**src/sv/wsp_pkg.sv**
```systemverilog
`default_nettype none
package wsp_pkg;

   localparam int CoefW     = 32;
   localparam int AccW      = 64;
   localparam int NdcW      = 38;                 // sign + 37 bits, |ndc| <= 2^36
   localparam int ProdW     = NdcW + CoefW;
   localparam int CfgW      = 12;
   localparam int HalfW     = CfgW - 1;
   localparam int PixW      = 16;
   localparam int ValW      = 52;                 // scaled screen value, Q.16
   localparam int QuotW     = 36;                 // 20 integer + 16 fraction bits
   localparam int FracW     = 16;
   localparam int ClampSh   = QuotW - FracW;

   localparam logic signed [AccW-1:0] NEAR_LIMIT = 64'sd6554 <<< FracW;
   localparam logic [CfgW-1:0] WIDTH_RESET  = 12'd640;
   localparam logic [CfgW-1:0] HEIGHT_RESET = 12'd480;

   typedef enum logic {
      CSR_WIDTH  = 1'b0,
      CSR_HEIGHT = 1'b1
   } csr_index_type;

   localparam logic MODE_LOAD    = 1'b0;
   localparam logic MODE_PROJECT = 1'b1;

   // Truncate a Q.16 value toward zero and saturate to a signed pixel.
   function automatic logic signed [PixW-1:0] to_pixel(input logic signed [ValW-1:0] val);
      logic signed [ValW-FracW:0] p;
      p = (ValW-FracW+1)'(val >>> FracW);
      if (val[ValW-1] && (val[FracW-1:0] != '0))
         p = p + 1'b1;
      if (p > (ValW-FracW+1)'(32767))
         to_pixel = 16'sh7fff;
      else if (p < -(ValW-FracW+1)'(32768))
         to_pixel = 16'sh8000;
      else
         to_pixel = p[PixW-1:0];
   endfunction

endpackage
`default_nettype wire

```
**src/sv/wsp_mul.sv**
```systemverilog
`default_nettype none
module wsp_mul import wsp_pkg::*; (
   input  wire                            clock,
   input  wire logic signed [NdcW-1:0]    a,
   input  wire logic signed [CoefW-1:0]   b,
   output logic signed [ProdW-1:0]        p
);
   logic signed [ProdW-1:0] p_ff;
   logic signed [ProdW-1:0] p_in;

   assign p_in = a * b;
   assign p    = p_ff;

   always_ff @(posedge clock) begin
      p_ff <= p_in;
   end
endmodule
`default_nettype wire

```
**config.mk**
```make
export PLATFORM = sky130hd
export DESIGN_NAME = wsp_mul
export DESIGN_NICKNAME = d
export VERILOG_FILES = /design/src/sv/wsp_pkg.sv /design/src/sv/wsp_mul.sv
export SDC_FILE = /design/constraint.sdc
export NUM_CORES = 2
export LEC_CHECK = 0
export ABC_AREA = 1
export BUFFER_PORTS_ARGS = -buffer_cell sky130_fd_sc_hd__buf_2
export CAP_MARGIN = 25
export CORE_MARGIN = 2
export CORE_UTILIZATION = 55
export CTS_CLUSTER_DIAMETER = 30
export DETAILED_ROUTE_END_ITERATION = 8
export GPL_TIMING_DRIVEN = 1
export PLACE_DENSITY = 0.8
export SLEW_MARGIN = 0
export SYNTH_ARGS = -nofsm -noshare
export SYNTH_HDL_FRONTEND = slang
export SYNTH_SLANG_ARGS = --single-unit
```
**constraint.sdc**
```tcl
create_clock -name clock -period 9.7 [get_ports clock]
set_clock_uncertainty 0.1 [all_clocks]
set_input_delay 0.485 -clock clock [delete_from_list [all_inputs] [get_ports clock]]
set_output_delay 0.485 -clock clock [all_outputs]
set_load 0.1 [all_outputs]
```
Word-level counts from Yosys, hierarchy flattened
Index checks and enable logic that the tools add are counted.
Widths: inputs -> output; s select.

storage, ports and cells
  register bits = 70
  input port bits = 71

cells by class
  multiply operators = 1

operator list
  cell            number
  $mul 38x32->70  1

Longest topological paths before layout
  depth after elaboration = 1
  depth in mapped cells = 32

Least setup slack after synthesis
OpenSTA, ideal clock, no wires.

  path type = in2reg
  from = in b[5]
  to = reg p_ff[64], in the netlist p[64]
  slack = 2.324 ns
  cell stages on the path = 27
  buffers on the path = 1
  required time = 9.488 ns
  data arrival time = 7.164 ns
  cells stage by stage = clkbuf_1 -> nand2_1 -> inv_1 -> fa_1 -> inv_1 -> fa_1 -> inv_1 -> fa_1 -> fa_1 -> inv_1 -> fa_1 -> inv_1 -> fa_1 -> inv_1 -> fa_1 -> fa_1 -> inv_1 -> ha_1 -> a21oi_1 -> a21boi_0 -> o21ai_0 -> nand2_1 -> nand2_1 -> a21oi_1 -> nand2_1 -> nand2_1 -> nand2_1

on the way
  word-level cells in the longest chain between the ends = 1

ends and longest elaborated chain
  element               line           text
  start, declared       wsp_mul.sv:5   input wire logic signed [CoefW-1:0] b,
  $mul 38x32->70        wsp_mul.sv:11  assign p_in = a * b;
  named net p_in[64]    wsp_mul.sv:9   logic signed [ProdW-1:0] p_in;
  end signal, assigned  wsp_mul.sv:15  p_ff <= p_in;
  end, declared         wsp_mul.sv:8   logic signed [ProdW-1:0] p_ff;

The timed path passes the listed nets, and every way through them passes these cells.

Final worst setup path
  from = in a[37]
  to = reg p_ff[64], in the netlist p[64]

on the way
  word-level cells in the longest chain between the ends = 1

ends and longest elaborated chain
  element             line           text
  start, declared     wsp_mul.sv:4   input wire logic signed [NdcW-1:0] a,
  $mul 38x32->70      wsp_mul.sv:11
  named net p_in[64]  wsp_mul.sv:9

The timed path passes the listed nets, and every way through them passes these cells.

==> flow_summary.ini <==
[outcome]
outcome = finished, final reports clean

[sta]
slew_viol_final = 0
fin_crit_sh_pct = 85.1
setup_ws_ps = 1440
fmaxAchievable_ghz = 0.121
finalSetupTns_ps = 0
hold_viol_final = 0
finalCriticalPeriod_ps = 8260
worstMarginPinSlew_ps = 990
relSlewSlack_pct = 34.0
finalSetupViolations = 0
rsz0062_at_grt = no

[cells_and_area]
area_delta_synth_final_pct = 3.57
largest_reg_flops = 70
fin_nets = 7154
drive_gt1_share_pct = 4.44

[synthesis]
ys_async_sr_fraction_pct = 0
synth_top_area_share_pct = 55.3
syn_avg_cell_area_um2 = 8.02
yosysTopAreaCell = fa_1
synth_cell_types = 41
ys.flop_type = dfxtp_1
synthCells = 5694
yosys_register_bits = 70
synthTopCellsByArea = fa_1 (55%), inv_1 (15%), nand2_1 (13%), ha_1 (5.4%), dfxtp_1 (3.1%)
syn_area_mm2 = 0.0457
yosysWarnings = 0
synth_edf_count = 0
synth_seq_area_share_pct = 3.07
synth.most_common_cell = inv_1
yosys-top-cells-count = inv_1 (1847), nand2_1 (1541), fa_1 (1262), clkbuf_1 (200), ha_1 (196)
synth_nets = 7223

[cts]
clockRootBuffer = clkbuf_16
cts_tree = done
numCtsBuffers = 9
post_cts_buffers = 0
cts.htree.levels = 3
cts_resized = 0
ctsHoldBuffers = 0
clk_pin_slew_ps = 60
clk_path_buf_depth = 2
clock_sinks = 70

[placed_design]
hpwl_mm = 106
pre_cts_ws_ps = 1160
port_buffers = 140
gp_congestion = 1.00

[routing]
num_vias = 35800
drtIter0Drc = 2931
drt-pass1-iter-count = 7
vias_per_cell = 5.34
routed_wl_mm = 125
drcViolationCount = 0
wl_per_cell_um = 18.7
ant_nets = 0

[setup_path]
endpoint_kind = register
critPathMaxFanout = 32
cp_slowest_cell = fa_1
cp-start-kind = input port
max_stage_delay_ps = 850
cp_common_cell = fa_1
cp.arrival_ps = 8400
cp_top_family = adder cells
critical_path_required_ps = 9840
critPathBufInv = 8
worstSetupPathType = input port to register

[floorplan]
die_w_um = 292
core_mm2 = 0.0821
die_area_mm2 = 0.0854
io_pins = 141
row_count = 105
die_h_um = 292
start_util_pct = 55.6

[job]
cap_viol_max_count = 0

[hold_path]
hold_path.class = input port to register

[global_routing]
grt_max_degree = 40
grt_pass1_wl_mm = 206
grt_overflow = 0
antenna_found_initial = 7
first_global_vias = 39700
grtUsageTotal_pct = 30.9
[cell families after synthesis]
family	Yosys count	share of synthesized area [%]
compound gates	162	1.99
xor+xnor	47	0.901
fa+ha+maj	1458	60.7
buf+inv	2099	17.2
flops	70	3.07
simple gates	1858	16.1
[worst paths after layout]
kind	startpoint	to	slack [ps]	cells past startpoint
worst max-delay path	a[37]	p[64]	1440	27
worst min-delay path	b[0]	p[0]	480	3
[per-layer routing]
layer / global-route usage (%) / up-vias / wire length [µm]
li1: - / 15400 / -
met4: 15.3 / 2 / 7300
met3: 5.47 / 481 / 12000
met5: 0 / - / 20
met2: 52.8 / 1986 / 62000
met1: 38.0 / 18000 / 44100
[cell type report]
cell class	instances	area (µm²)
fillers	7171	34800
inverters	1857	6970
clock buffers	9	225
flip-flops and latches	70	1400
repair buffers	162	866
multi-input cells	3525	36400
well taps	1070	1340
diodes	6	15.0
clock inverters	7	95.1
[metrics by stage]
| step | utilization (%) | instance area (µm²) | hold WS [ps] | cells |
|---|---|---|---|---|
| 6_report | 57.6 | 47300 | 475 | 6706 |
| 5_1_grt | 57.6 | 47300 | 500 | 6704 |
| 4_1_cts | 57.6 | 47300 | 457 | 6700 |
| 3_5_place_dp | 57.2 | 47000 | 821 | 6684 |
| 3_3_place_gp | 57.2 | 47000 | 806 | 6684 |
| 2_1_floorplan | - | 45700 | 483 | 5694 |
[placed cells by master (no fill, tap or decap), types with 6 or more instances in the layout]
master	Yosys	layout
clkbuf_16	0	9
nand2_1	1541	1541
xnor2_1	10	10
nand3_1	61	61
o21bai_1	14	14
buf_2	0	140
diode_2	0	6
nand3_2	7	7
xor2_1	37	37
nor2_1	164	164
nand4_1	17	17
ha_1	196	196
fa_1	1262	1262
a21oi_1	86	86
inv_2	9	9
dfxtp_1	70	70
inv_1	1847	1847
nor3_1	6	6
nand2_2	19	19
or2_2	9	9
buf_4	0	22
nor2_4	6	6
nor2_2	10	10
o21ai_0	42	42
Power is not shown: default switching activity piles up to over one toggle a cycle in this logic, so the estimate is an artifact.
